--- src/rtl/odr_pkg.sv ---
package odr_pkg;

	localparam int MATRIX_SIDE_MAX = 8;
	localparam int LINE_WIDTH_MAX  = 4096;

	localparam int SIDE_W   = $clog2(MATRIX_SIDE_MAX);
	localparam int SIZE_W   = $clog2(MATRIX_SIDE_MAX + 1);
	localparam int ADDR_W   = $clog2(MATRIX_SIDE_MAX * MATRIX_SIDE_MAX);
	localparam int DEPTH    = MATRIX_SIDE_MAX * MATRIX_SIDE_MAX;
	localparam int CELLS_W  = 2 * SIZE_W;
	localparam int SCALE_W  = $clog2(MATRIX_SIDE_MAX * MATRIX_SIDE_MAX + 2);
	localparam int LINE_W   = $clog2(LINE_WIDTH_MAX);
	localparam int IMG_W    = 13;
	localparam int CFG_W    = 13;

	localparam logic [7:0] PIX_OFF = 8'h00;
	localparam logic [7:0] PIX_ON  = 8'hFF;

	typedef enum logic [1:0] {
		CFG_IMAGE_WIDTH   = 2'd0,
		CFG_MATRIX_WIDTH  = 2'd1,
		CFG_MATRIX_HEIGHT = 2'd2
	} cfg_index_t;

	typedef enum logic {
		MODE_PIXEL = 1'b0,
		MODE_ENTRY = 1'b1
	} mode_t;

	typedef struct packed {
		logic       mode;
		logic       frame_start;
		logic [7:0] red_in;
		logic [7:0] green_in;
		logic [7:0] blue_in;
		logic [2:0] entry_row;
		logic [2:0] entry_col;
		logic [7:0] entry_value;
	} in_item_t;

	typedef struct packed {
		logic [7:0] red_out;
		logic [7:0] green_out;
		logic [7:0] blue_out;
	} out_item_t;

	// Effective sizes after the zero and oversize cases are folded in.
	typedef struct packed {
		logic [IMG_W-1:0]  line_w;
		logic [SIZE_W-1:0] mat_w;
		logic [SIZE_W-1:0] mat_h;
	} sizes_t;

	typedef struct packed {
		logic [SIDE_W-1:0] row;
		logic [SIDE_W-1:0] col;
	} phase_t;

	function automatic logic [SIZE_W-1:0] clamp_side(input logic [3:0] v);
		logic [SIZE_W-1:0] r;
		if (v == 4'd0) begin
			r = SIZE_W'(1);
		end else if (32'(v) > MATRIX_SIDE_MAX) begin
			r = SIZE_W'(MATRIX_SIDE_MAX);
		end else begin
			r = SIZE_W'(v);
		end
		return r;
	endfunction

	function automatic logic [IMG_W-1:0] clamp_line(input logic [IMG_W-1:0] v);
		logic [IMG_W-1:0] r;
		if (v == '0) begin
			r = IMG_W'(1);
		end else if (32'(v) > LINE_WIDTH_MAX) begin
			r = IMG_W'(LINE_WIDTH_MAX);
		end else begin
			r = v;
		end
		return r;
	endfunction

endpackage

--- src/rtl/ordered_dither_rgb.sv ---
// Ordered dithering of an RGB pixel stream to one bit per channel. Items with
// mode 1 load one threshold matrix entry and give no result; items with mode 0
// are pixels in raster order and give one result each. The block takes one
// item per clock when out_ready does not hold the pipeline. An accepted pixel
// captures the registered read of the 64-entry threshold memory in stage 1,
// and the three channel compares are then captured into the output register
// once that register can load. Every matrix entry a pixel will use must
// be loaded first; there is no clearing after reset.
// Configuration writes take effect at once and belong between frames.
module ordered_dither_rgb (
	input  logic                        clk,
	input  logic                        arst_n,
	input  logic                        in_valid,
	output logic                        in_ready,
	input  odr_pkg::in_item_t           in_data,
	output logic                        out_valid,
	input  logic                        out_ready,
	output odr_pkg::out_item_t          out_data,
	input  logic                        cfg_write_en,
	input  odr_pkg::cfg_index_t         cfg_index,
	input  logic [odr_pkg::CFG_W-1:0]   cfg_data
);
	import odr_pkg::*;

	logic [IMG_W-1:0] image_width_q;
	logic [3:0]       matrix_width_q;
	logic [3:0]       matrix_height_q;

	sizes_t               sizes;
	logic [CELLS_W-1:0]   cells;
	logic [SCALE_W-1:0]   scale;

	logic        in_fire;
	logic        pix_fire;
	logic        entry_fire;
	phase_t      phase;
	logic [ADDR_W-1:0] rd_addr;
	logic [ADDR_W-1:0] wr_addr;

	logic [7:0]  matrix_mem [DEPTH];

	logic        valid_s1;
	logic [7:0]  rank_s1;
	logic [7:0]  red_s1;
	logic [7:0]  green_s1;
	logic [7:0]  blue_s1;
	logic        s1_load;
	logic        s2_load;
	out_item_t   lane_res;
	out_item_t   out_q;
	logic        out_valid_q;

	always_ff @(posedge clk or negedge arst_n) begin
		if (!arst_n) begin
			image_width_q   <= IMG_W'(512);
			matrix_width_q  <= 4'd8;
			matrix_height_q <= 4'd8;
		end else if (cfg_write_en) begin
			case (cfg_index)
				CFG_IMAGE_WIDTH:   image_width_q   <= cfg_data[IMG_W-1:0];
				CFG_MATRIX_WIDTH:  matrix_width_q  <= cfg_data[3:0];
				CFG_MATRIX_HEIGHT: matrix_height_q <= cfg_data[3:0];
				default: ;
			endcase
		end
	end

	assign sizes.line_w = clamp_line(image_width_q);
	assign sizes.mat_w  = clamp_side(matrix_width_q);
	assign sizes.mat_h  = clamp_side(matrix_height_q);
	assign cells        = CELLS_W'(sizes.mat_w) * CELLS_W'(sizes.mat_h);
	assign scale        = SCALE_W'(cells) + SCALE_W'(1);

	// Stage 1 may take a new item when empty or when its item moves on.
	assign s2_load    = !out_valid_q || out_ready;
	assign s1_load    = !valid_s1 || s2_load;
	assign in_ready   = s1_load;
	assign in_fire    = in_valid && in_ready;
	assign pix_fire   = in_fire && (in_data.mode == MODE_PIXEL);
	assign entry_fire = in_fire && (in_data.mode == MODE_ENTRY);

	odr_pos u_pos (
		.clk         (clk),
		.arst_n      (arst_n),
		.step        (pix_fire),
		.frame_start (in_data.frame_start),
		.sizes       (sizes),
		.phase       (phase)
	);

	assign rd_addr = ADDR_W'(phase.row) * ADDR_W'(MATRIX_SIDE_MAX) + ADDR_W'(phase.col);
	assign wr_addr = ADDR_W'(in_data.entry_row) * ADDR_W'(MATRIX_SIDE_MAX)
		+ ADDR_W'(in_data.entry_col);

	always_ff @(posedge clk) begin
		if (entry_fire) begin
			matrix_mem[wr_addr] <= in_data.entry_value;
		end
		if (pix_fire) begin
			rank_s1  <= matrix_mem[rd_addr];
			red_s1   <= in_data.red_in;
			green_s1 <= in_data.green_in;
			blue_s1  <= in_data.blue_in;
		end
	end

	always_ff @(posedge clk or negedge arst_n) begin
		if (!arst_n) begin
			valid_s1 <= 1'b0;
		end else if (s1_load) begin
			valid_s1 <= pix_fire;
		end
	end

	odr_lane u_lane_red (
		.value  (red_s1),
		.rank   (rank_s1),
		.scale  (scale),
		.result (lane_res.red_out)
	);

	odr_lane u_lane_green (
		.value  (green_s1),
		.rank   (rank_s1),
		.scale  (scale),
		.result (lane_res.green_out)
	);

	odr_lane u_lane_blue (
		.value  (blue_s1),
		.rank   (rank_s1),
		.scale  (scale),
		.result (lane_res.blue_out)
	);

	always_ff @(posedge clk or negedge arst_n) begin
		if (!arst_n) begin
			out_valid_q <= 1'b0;
		end else if (s2_load) begin
			out_valid_q <= valid_s1;
		end
	end

	always_ff @(posedge clk) begin
		if (s2_load && valid_s1) begin
			out_q <= lane_res;
		end
	end

	assign out_valid = out_valid_q;
	assign out_data  = out_q;

	a_entry_no_result: assert property (@(posedge clk) disable iff (!arst_n)
		entry_fire |=> !valid_s1)
		else $error("matrix load item entered the pixel pipeline");

	a_frame_start_origin: assert property (@(posedge clk) disable iff (!arst_n)
		(pix_fire && in_data.frame_start) |-> (rd_addr == '0))
		else $error("frame start pixel does not read the matrix origin");

	a_s1_hold: assert property (@(posedge clk) disable iff (!arst_n)
		(valid_s1 && !s2_load) |=> (valid_s1 && $stable(rank_s1) && $stable(red_s1)))
		else $error("stalled stage 1 item changed");

	a_binary_out: assert property (@(posedge clk) disable iff (!arst_n)
		out_valid |-> ((out_data.red_out == PIX_OFF || out_data.red_out == PIX_ON)
			&& (out_data.green_out == PIX_OFF || out_data.green_out == PIX_ON)
			&& (out_data.blue_out == PIX_OFF || out_data.blue_out == PIX_ON)))
		else $error("result channel is neither off nor on");

endmodule

--- src/rtl/odr_pos.sv ---
module odr_pos (
	input  logic           clk,
	input  logic           arst_n,
	input  logic           step,
	input  logic           frame_start,
	input  odr_pkg::sizes_t sizes,
	output odr_pkg::phase_t phase
);
	import odr_pkg::*;

	logic [LINE_W-1:0] line_pos_q;
	logic [SIDE_W-1:0] col_q;
	logic [SIDE_W-1:0] row_q;

	logic [LINE_W-1:0] cur_line;
	logic [SIDE_W-1:0] cur_col;
	logic [SIDE_W-1:0] cur_row;
	logic              line_end;
	logic              col_wrap;
	logic              row_wrap;

	// A frame start clears the counters before the pixel uses them.
	assign cur_line = frame_start ? '0 : line_pos_q;
	assign cur_col  = frame_start ? '0 : col_q;
	assign cur_row  = frame_start ? '0 : row_q;

	assign line_end = ({1'b0, cur_line} + (LINE_W+1)'(1)) >= (LINE_W+1)'(sizes.line_w);
	assign col_wrap = ({1'b0, cur_col} + (SIDE_W+1)'(1)) >= (SIDE_W+1)'(sizes.mat_w);
	assign row_wrap = ({1'b0, cur_row} + (SIDE_W+1)'(1)) >= (SIDE_W+1)'(sizes.mat_h);

	assign phase.row = cur_row;
	assign phase.col = cur_col;

	always_ff @(posedge clk or negedge arst_n) begin
		if (!arst_n) begin
			line_pos_q <= '0;
			col_q      <= '0;
			row_q      <= '0;
		end else if (step) begin
			if (line_end) begin
				line_pos_q <= '0;
				col_q      <= '0;
				row_q      <= row_wrap ? '0 : cur_row + SIDE_W'(1);
			end else begin
				line_pos_q <= cur_line + LINE_W'(1);
				col_q      <= col_wrap ? '0 : cur_col + SIDE_W'(1);
				row_q      <= cur_row;
			end
		end
	end

endmodule

--- src/rtl/odr_lane.sv ---
module odr_lane (
	input  logic [7:0]                 value,
	input  logic [7:0]                 rank,
	input  logic [odr_pkg::SCALE_W-1:0] scale,
	output logic [7:0]                 result
);
	import odr_pkg::*;

	localparam int LHS_W = 8 + SCALE_W;

	logic [LHS_W-1:0] lhs;
	logic [8:0]       rank_p1;
	logic [16:0]      rhs;

	// value * (1 + W*H) against (1 + rank) * 255, both exact integers.
	assign lhs     = LHS_W'(value) * LHS_W'(scale);
	assign rank_p1 = {1'b0, rank} + 9'd1;
	assign rhs     = 17'(rank_p1) * 17'd255;
	assign result  = (17'(lhs) < rhs) ? PIX_OFF : PIX_ON;

endmodule
--- config.mk ---
export PLATFORM = sky130hd
export DESIGN_NAME = ordered_dither_rgb
export DESIGN_NICKNAME = d
export VERILOG_FILES = /design/src/rtl/odr_pkg.sv /design/src/rtl/ordered_dither_rgb.sv /design/src/rtl/odr_pos.sv /design/src/rtl/odr_lane.sv
export SDC_FILE = /design/constraint.sdc
export NUM_CORES = 1
export LEC_CHECK = 0
export ABC_AREA = 0
export BUFFER_PORTS_ARGS = -buffer_cell sky130_fd_sc_hd__clkbuf_2
export CAP_MARGIN = 20
export CORE_AREA = 2 2 309 311
export CTS_CLUSTER_SIZE = 14
export DETAILED_ROUTE_END_ITERATION = 12
export DIE_AREA = 0 0 311 313
export PLACE_DENSITY = 0.58
export SLEW_MARGIN = 0
export SYNTH_ARGS = -nofsm -noshare
export SYNTH_HDL_FRONTEND = slang
export SYNTH_SLANG_ARGS = --single-unit
--- constraint.sdc ---
create_clock -name clk -period 17 [get_ports clk]
set_input_delay 4.25 -clock clk [delete_from_list [all_inputs] [get_ports clk]]
set_output_delay 4.25 -clock clk [all_outputs]
set_load 0.05 [all_outputs]
# After elaboration in Yosys (flattened, before gate mapping)

Memory sizes are Yosys's and may differ from the RTL's. A register that Yosys moved wholly into a read port is not among the register bits.
Cells that the tools add are included.

Add/sub/neg operators: 10
$mul: 5
Order comparisons: 9
Equality and inequality tests: 2
Multiplexer cells: 19
Bitwise operators: 1
Reductions and logical operators: 15

Operators by type and width:

| kind                                              | number |
|---|---|
| less-than comparator 15 x 17 -> 1 bit             | 3 |
| multiplier 8 x 7 -> 15 bit                        | 3 |
| 2-to-1 mux 13 bit                                 | 2 |
| 2-to-1 mux 12 bit                                 | 2 |
| 2-to-1 mux 8 bit                                  | 3 |
| 2-to-1 mux 3 bit                                  | 6 |
| multiplier 9 x 8 -> 17 bit, second input constant | 1 |
| 2-to-1 mux 4 bit                                  | 4 |
| adder 12 x 1 -> 13 bit, second input constant     | 1 |
| >= comparator 13 bit                              | 1 |
| > comparator 13 bit, second input constant        | 1 |
| zero test 13 bit                                  | 1 |
| adder 12 x 1 -> 12 bit, second input constant     | 1 |
| adder 6 x 3 -> 6 bit                              | 2 |
| adder 8 x 1 -> 9 bit, second input constant       | 1 |
| adder 3 x 1 -> 4 bit, second input constant       | 2 |
| >= comparator 4 bit                               | 2 |
| > comparator 4 bit, second input constant         | 2 |
| zero test 4 bit                                   | 2 |
| adder 7 x 1 -> 7 bit, second input constant       | 1 |
| multiplier 4 x 4 -> 7 bit                         | 1 |
| adder 3 x 1 -> 3 bit, second input constant       | 2 |
| AND reduction 2 bit                               | 3 |
| logical AND 1 bit                                 | 4 |
| 7 further kinds                                   | 10 |

Flip-flop bits (word level): 89
Memory bits (writable): 512
Input port bits: 60
Logic and storage cells: 76
Memories kept: 1

Memories:

| memory     | words | bits a word | rd ports | clocked after memory_dff | wr ports | line                     | RTL |
|---|---|---|---|---|---|---|---|
| matrix_mem | 64    | 8           | 1        | 1                        | 1        | ordered_dither_rgb.sv:40 | `logic [7:0] matrix_mem [DEPTH];` |

# Longest topological paths before layout

Gate-level depths: netlist of run 1.

Depth after elaboration: 8
Gate-level depth with buffers: 34

# Modules after synthesis

A second synthesis of run 1 with hierarchy kept.

Cell total of the unflattened synthesis: 2802
Area total of the unflattened synthesis: 37388.4 µm²

By module, submodules not included:

| module                  | times used | cells an instance | area each (µm²) | seq. area each (µm²) |
|---|---|---|---|---|
| ordered_dither_rgb      | 1          | 1115              | 23059.6         | 17635.7 |
| odr_lane (u_lane_blue)  | 1          | 502               | 4296.6          | 0.0 |
| odr_lane (u_lane_green) | 1          | 509               | 4260.3          | 0.0 |
| odr_lane (u_lane_red)   | 1          | 487               | 4152.7          | 0.0 |
| odr_pos                 | 1          | 189               | 1619.1          | 450.4 |

# Least setup slack after synthesis of run 1

OpenSTA, ideal clock, no wires.

Kind: input-to-output
Start: in out_ready
End: out in_ready
Data arrival time: 4753 ps
Data required time: 12750 ps
Path slack: 7997 ps
Stages on the path: 1
Buffers on the path: 0
Path through: nand3b_1

Word-level cells in the longest chain between the ends: 2

Ends and longest elaborated chain:

| item             | line                     | RTL |
|---|---|---|
| from (decl)      | ordered_dither_rgb.sv:17 | `input logic out_ready,` |
| logical OR 1 bit | ordered_dither_rgb.sv:75 | `assign s2_load = !out_valid_q \|\| out_ready;` |
| logical OR 1 bit | ordered_dither_rgb.sv:76 | `assign s1_load = !valid_s1 \|\| s2_load;` |
| to (decl)        | ordered_dither_rgb.sv:14 | `output logic in_ready,` |

Every way passes these cells.

# Worst setup path after layout of run 1

Same ends and word-level chain as after synthesis.

==> run_results.csv, run 1 <==
group,metric,value,unit
detailed_routing,post_drt_wl_per_cell,19.8,um
setup_path,start_kind,"input pin",
global_routing,grt_start_max_net_pins,67,
clock_tree,h-tree-depth,3,
synth,yosys_register_bits,588,
synth,synth.distinct_cells,68,
placement,hpwlAfterDp,50500,um
detailed_routing,drcViolationCount,0,
detailed_routing,postRouteAntennaNets,0,
synth,synth_largest_area_cell,"edfxtp_1",
synth,synth_most_common_cell,"edfxtp_1",
placement,pre_cts_ws,7490,ps
setup_path,critPathRequiredTime,12750,ps
clock_tree,cts_setup_buffers,0,
timing,finalClockSkew,41.2,ps
detailed_routing,firstDrtPassIters,7,
clock_tree,cts_tree,"built",
timing,setup_viol,0,
synth,async_flop_share,0.0697,
timing,tightest_slew,1040,ps
detailed_routing,viasPerCell,5.14,
timing,fmax,105,MHz
timing,period_needed,9540,ps
floorplanning,fp.dieH,313,um
timing,tns,0,ps
detailed_routing,wl,76200,um
timing,timing.final.crit_share,0.561,
setup_path,cp-end-kind,"output pin",
synth,netlist.area_leader.share,0.503,
global_routing,grtUsageTotal,0.157,
floorplanning,initial_utilization,0.347,
timing,final-hold-violation-count,0,
final_layout,area_growth,11.9,%
clock_tree,cts_resized,0,
global_routing,grt_pass1_vias,20700,
global_routing,grt_pass1_wl,119000,um
floorplanning,die_w,311,um
final_layout,fin_area,0.0365,mm2
timing,hold_slack,509,ps
global_routing,overflow,0,
outcome,status,"finished, final reports clean",
synth,syn_nets,2865,
clock_tree,cts_buffers,66,
setup_path,path_max_fanout,4,
synth,synth_area_leaders,"edfxtp_1 50%, ha_1 8.2%, fa_1 7.7%",
clock_tree,ctsHoldBuffers,0,
clock_tree,path_clk_slew,60,ps
final_layout,fillers,8939,
clock_tree,cts.sinks,588,
detailed_routing,via_count,19700,
timing,slew_headroom,0.307,
synth,netlist_instances,2467,
setup_path,crit_type,"input pin to output pin",
timing,finalMaxSlewViolations,0,
floorplanning,rows,113,
synth,yosys_most_used_dff,"edfxtp_1",
worst_hold_path,hp-class,"register to register",
floorplanning,pin_count,86,
timing,worst_slack,7460,ps
synth,yosys_warnings,0,
synth,seq_area_frac_synth,0.535,
run,cap_violations,0,
detailed_routing,drtIter0Drc,1647,
floorplanning,dieArea,0.0973,mm2
setup_path,worstPathArrival,5290,ps
final_layout,drive_gt1_frac,0.129,
synth,synth_area,0.0327,mm2
placement,gp_congestion,0.814,
global_routing,antenna_found_initial,0,
final_layout,finalNetCount,2925,
synth,synth_edf_count,547,
clock_tree,cts_buffer_depth,3,
floorplanning,core_area,0.0942,mm2
synth,yosys-top-cells-count,"547 x edfxtp_1, 221 x inv_1, 213 x ha_1, 175 x nor2_1, 145 x nand2_1",
placement,portBuffers,85,
placement,placed_area,0.0343,mm2
timing,rsz0062_at_grt,"no",
synth,postSynthAreaPerCell,13.2,um2
clock_tree,clock_latency,630,ps
clock_tree,ctsRootBufferMaster,"clkbuf_16",
[layout make-up]
type	count	area, um2	area share
clock buffers	80	1770	0.0484
repair buffers	115	679	0.0186
inverters	222	833	0.0228
clock inverters	37	438	0.0120
well taps	1265	1580	0.0433
diodes	1	2.50	0.0000685
flip-flops and latches	588	17500	0.478
multi-input cells	1534	13800	0.377
[cells in the final DEF (no fill, tap or decap), types with 27 or more instances in the layout]
master	netlist	routed
clkbuf_16	0	69
o21ai_0	45	45
mux2i_1	64	64
mux4_2	80	80
edfxtp_1	547	547
a211oi_1	46	46
inv_1	221	220
a21oi_1	116	116
xnor2_1	54	54
nand2_1	145	145
fa_1	125	125
buf_4	26	27
o22ai_1	49	49
a21o_1	28	28
and2_1	91	91
dfrtp_1	38	36
clkbuf_2	0	85
nor2_1	175	175
ha_1	213	213
[logic make-up after synthesis]
kind of cell,count (synthesis),synth area share
adder cells (fa/ha/maj),338,0.158
buffers and inverters,345,0.0446
AO/OA/AOI/OAI,377,0.0750
XOR/XNOR,72,0.0193
AND/OR/NAND/NOR,583,0.0867
multiplexers,164,0.0817
flip-flops,588,0.535
[per-layer routing]
layer	vias up	GRT usage	share of wire
li1	9099	-	-
met1	9993	0.208	0.43
met2	538	0.266	0.49
met3	108	0.0290	0.057
met4	0	0.0417	0.020
met5	-	0	0
[final timing paths]
kind                                   start                 to  slack [ps]  depth (start not counted)
max                                out_ready           in_ready        7460                          3
min                        matrix_width_q[0]  matrix_width_q[0]         510                          1
max reg2reg                matrix_width_q[3]       out_data[22]        8530                         33
min reg2reg                matrix_width_q[0]  matrix_width_q[0]         510                          1
max in group asynchronous             arst_n   image_width_q[9]       12820                          2
min in group asynchronous             arst_n  image_width_q[12]        3580                          1
[critical path: stages]
cell      delay, ps
clkbuf_2        120
nand3b_1        510
clkbuf_2        400
[metrics by stage]
| stage | utilization | cells |
|---|---|---|
| 3_5_place_dp | 0.364 | 3722 |
| 5_1_grt | 0.388 | 3841 |
| 3_3_place_gp | 0.364 | 3721 |
| 2_1_floorplan | - | 2467 |
| 6_report | 0.388 | 3842 |
| 4_1_cts | 0.388 | 3839 |
[state kept, by name, indices dropped and copies added, names as in the netlist, 3 cells and up]
register / count
u_pos.col_q: 3
rank_s1: 8
blue_s1: 8
u_pos.row_q: 3
red_s1: 8
matrix_height_q: 4
image_width_q: 13
u_pos.line_pos_q: 12
matrix_width_q: 4
matrix_mem: 512
out_data: 3
green_s1: 8
Power of run 1 is not shown: default switching activity piles up to over one toggle a cycle in this logic, so the estimate is an artifact.
==> inputs of run 2 (changes only) <==
- ABC_AREA: 0 -> 1
- CORE_AREA: 2 2 309 311 -> 2 2 311 313
- DIE_AREA: 0 0 311 313 -> 0 0 313 315
- clock period: 17 -> 9 ns (I/O delays scaled with it)
==> run 2 against run 1 <==
  * Die area increased by 1.3%
  * Global-route usage increased by 0.40 points
  * Critical path depth increased by 39
  * Non-clock buffer count decreased by 2
  * Final cell count increased by 18%
  * Wire length increased by 4.4%
  * Synthesized area increased by 1.1%
  * Core utilization decreased by 0.37 points
  * Clock skew decreased by 4.0 ps
  * Hold slack got worse by 31 ps
  * Largest cell class unchanged
  * Highest routed layer unchanged
==> run_results.csv, run 2 <==
group,metric,value,unit
outcome,status,"finished, final reports clean",
synth,yosys_register_bits,588,
setup_path,cpPeakStageDelay,550,ps
timing,hold_slack,478,ps
detailed_routing,wl,79500,um
setup_path,cp_top_family,"adder cells",
timing,finalMaxSlewViolations,0,
setup_path,critical_path_buf_inv_count,7,
placement,hpwlAfterDp,50700,um
clock_tree,cts_setup_buffers,0,
timing,rsz0062_at_grt,"no",
global_routing,grt_pass1_wl,125000,um
detailed_routing,viasPerCell,4.91,
detailed_routing,postRouteAntennaNets,0,
synth,yosys_most_used_dff,"edfxtp_1",
setup_path,worstPathArrival,8440,ps
synth,synth_area_leaders,"edfxtp_1 50%, ha_1 8.1%, fa_1 7.6%",
global_routing,gr-usage-met2,0.263,
clock_tree,cts_resized,0,
setup_path,crit_start,"matrix_width_q[1]",
worst_hold_path,min_path_cells,2,
clock_tree,clock_latency,640,ps
floorplanning,pin_count,86,
floorplanning,rows,114,
final_layout,regMostFlops,"matrix_mem",
placement,portBuffers,85,
detailed_routing,via_count,22200,
final_layout,largest_register_ffs,512,
synth,async_flop_share,0.0697,
setup_path,cp-end-kind,"register",
floorplanning,fp.dieH,315,um
setup_path,crit_type,"register to register",
setup_path,critPathRequiredTime,9390,ps
synth,seq_area_frac_synth,0.529,
final_layout,finalNetCount,3602,
synth,postSynthAreaPerCell,10.4,um2
floorplanning,dieArea,0.0986,mm2
placement,gp_congestion,0.835,
detailed_routing,post_drt_wl_per_cell,17.6,um
timing,period_needed,8050,ps
setup_path,start_kind,"register",
floorplanning,die_w,313,um
floorplanning,initial_utilization,0.345,
global_routing,use_met3,0.0274,
timing,fmax,124,MHz
final_layout,instances_no_fill,4530,
timing,setup_viol,0,
final_layout,antenna_cells,0,
global_routing,overflow,0,
timing,slew_headroom,0.247,
synth,syn_nets,3562,
setup_path,cpMaxStageDelayCell,"fa_1",
synth,synth.distinct_cells,44,
synth,netlist.area_leader.share,0.497,
setup_path,path_depth,42,
global_routing,grt_start_max_net_pins,144,
worst_hold_path,hold_start,"u_pos.line_pos_q[4]",
setup_path,reg2regPathDepth,42,
timing,finalClockSkew,37.2,ps
clock_tree,ctsRootBufferMaster,"clkbuf_16",
setup_path,worst_path_most_repeated_cell,"nand2_1",
synth,synth_edf_count,547,
synth,synth_largest_area_cell,"edfxtp_1",
clock_tree,cts.sinks,588,
global_routing,grt_pass1_vias,22000,
synth,yosys-top-cells-count,"547 x edfxtp_1, 521 x nor2_1, 385 x inv_1, 325 x nand2_1, 239 x o21ai_0",
global_routing,busiest_layer,"met2",
global_routing,antenna_found_initial,0,
detailed_routing,drtIter0Drc,1554,
clock_tree,cts_buffers,66,
synth,synth_area,0.0330,mm2
placement,placed_cells,4411,
global_routing,grt_use_met1,0.220,
detailed_routing,drcViolationCount,0,
timing,final-hold-violation-count,0,
clock_tree,cts_tree,"built",
setup_path,r2r-start,"matrix_width_q[1]",
final_layout,layout_commonest_cell,"edfxtp_1",
worst_hold_path,hp-class,"register to register",
final_layout,drive_gt1_frac,0.0713,
detailed_routing,firstDrtPassIters,5,
timing,tightest_slew,1130,ps
final_layout,mostFrequentLayoutCells,"547 x edfxtp_1, 520 x nor2_1, 384 x inv_1",
clock_tree,cts_buffer_depth,3,
global_routing,grtUsageTotal,0.161,
final_layout,area_growth,11.4,%
clock_tree,path_clk_slew,70,ps
clock_tree,h-tree-depth,3,
timing,tns,0,ps
clock_tree,ctsHoldBuffers,0,
final_layout,top_regs,"matrix_mem: 512 flops, image_width_q: 13 flops, u_pos.line_pos_q: 12 flops",
synth,synth_most_common_cell,"edfxtp_1",
synth,yosys_warnings,0,
run,cap_violations,0,
floorplanning,core_area,0.0957,mm2
synth,netlist_instances,3164,
timing,timing.final.crit_share,0.894,
setup_path,path_max_fanout,8,
final_layout,fillers,9360,
[run 2: cell types whose count changed after synthesis, sizes merged, moves of 40 or more]
| cell | previous run | this run |
|---|---|---|
| o211ai | 3 | 97 |
| a21oi | 118 | 78 |
| and2 | 91 | 0 |
| inv | 221 | 390 |
| nand2 | 145 | 327 |
| nand3 | 25 | 187 |
| mux2i | 64 | 0 |
| o21ai | 46 | 315 |
| mux4 | 80 | 0 |
| nor2 | 175 | 525 |
| o22ai | 49 | 0 |
[run 2: final cells by class]
type	count	area, um2	area share
Timing Repair Buffer	113	661	0.0180
Multi-Input combinational cell	2041	13400	0.364
Clock buffer	82	1740	0.0474
Inverter	394	1490	0.0404
Sequential cell	588	17500	0.475
Tap cell	1276	1600	0.0434
Clock inverter	36	442	0.0120
[run 2: path summary, 6_finish.rpt]
kind	slack (ps)	end
setup / recovery	950	out_data[14]
hold / removal	480	u_pos.line_pos_q[4]
setup reg to reg	950	out_data[14]
hold reg to reg	480	u_pos.line_pos_q[4]
max in group asynchronous	6940	matrix_width_q[3]
min in group asynchronous	1520	out_valid
[run 2: logic make-up (layout without fill, tap and decap cells)]
logic type	after synthesis	count (layout)	share of synthesized area
AOI/OAI and AO/OA	544	544	0.0938
xor gates and xnor gates	62	62	0.0164
adders and majority gates	338	338	0.157
buffers and inverters	535	625	0.0667
DFF	588	588	0.529
muxes	8	8	0.00273
and+or+nand+nor	1089	1089	0.135
[run 2: through the flow]
stage          worst slack, ps  utilization  instance area (um2)
2_1_floorplan             1430            -                33000
3_3_place_gp              1020        0.361                34600
3_5_place_dp               953        0.361                34600
4_1_cts                    945        0.384                36800
5_1_grt                    211        0.384                36800
6_report                   951        0.384                36800
[run 2: routing by layer]
layer  routed length, um  vias to the layer above
met2               37500                      496
met1               36100                    10800
li1                    -                    10800
met4                2070                        0
met5                   0                        -
met3                3840                      125
[run 2: tightest hold or removal path, cell delays in order (launching register included)]
cell and delay (ps):
dfrtp_1 340, nand2_1 50, nand2_1 60
Power of run 2 is left out for the same reason.
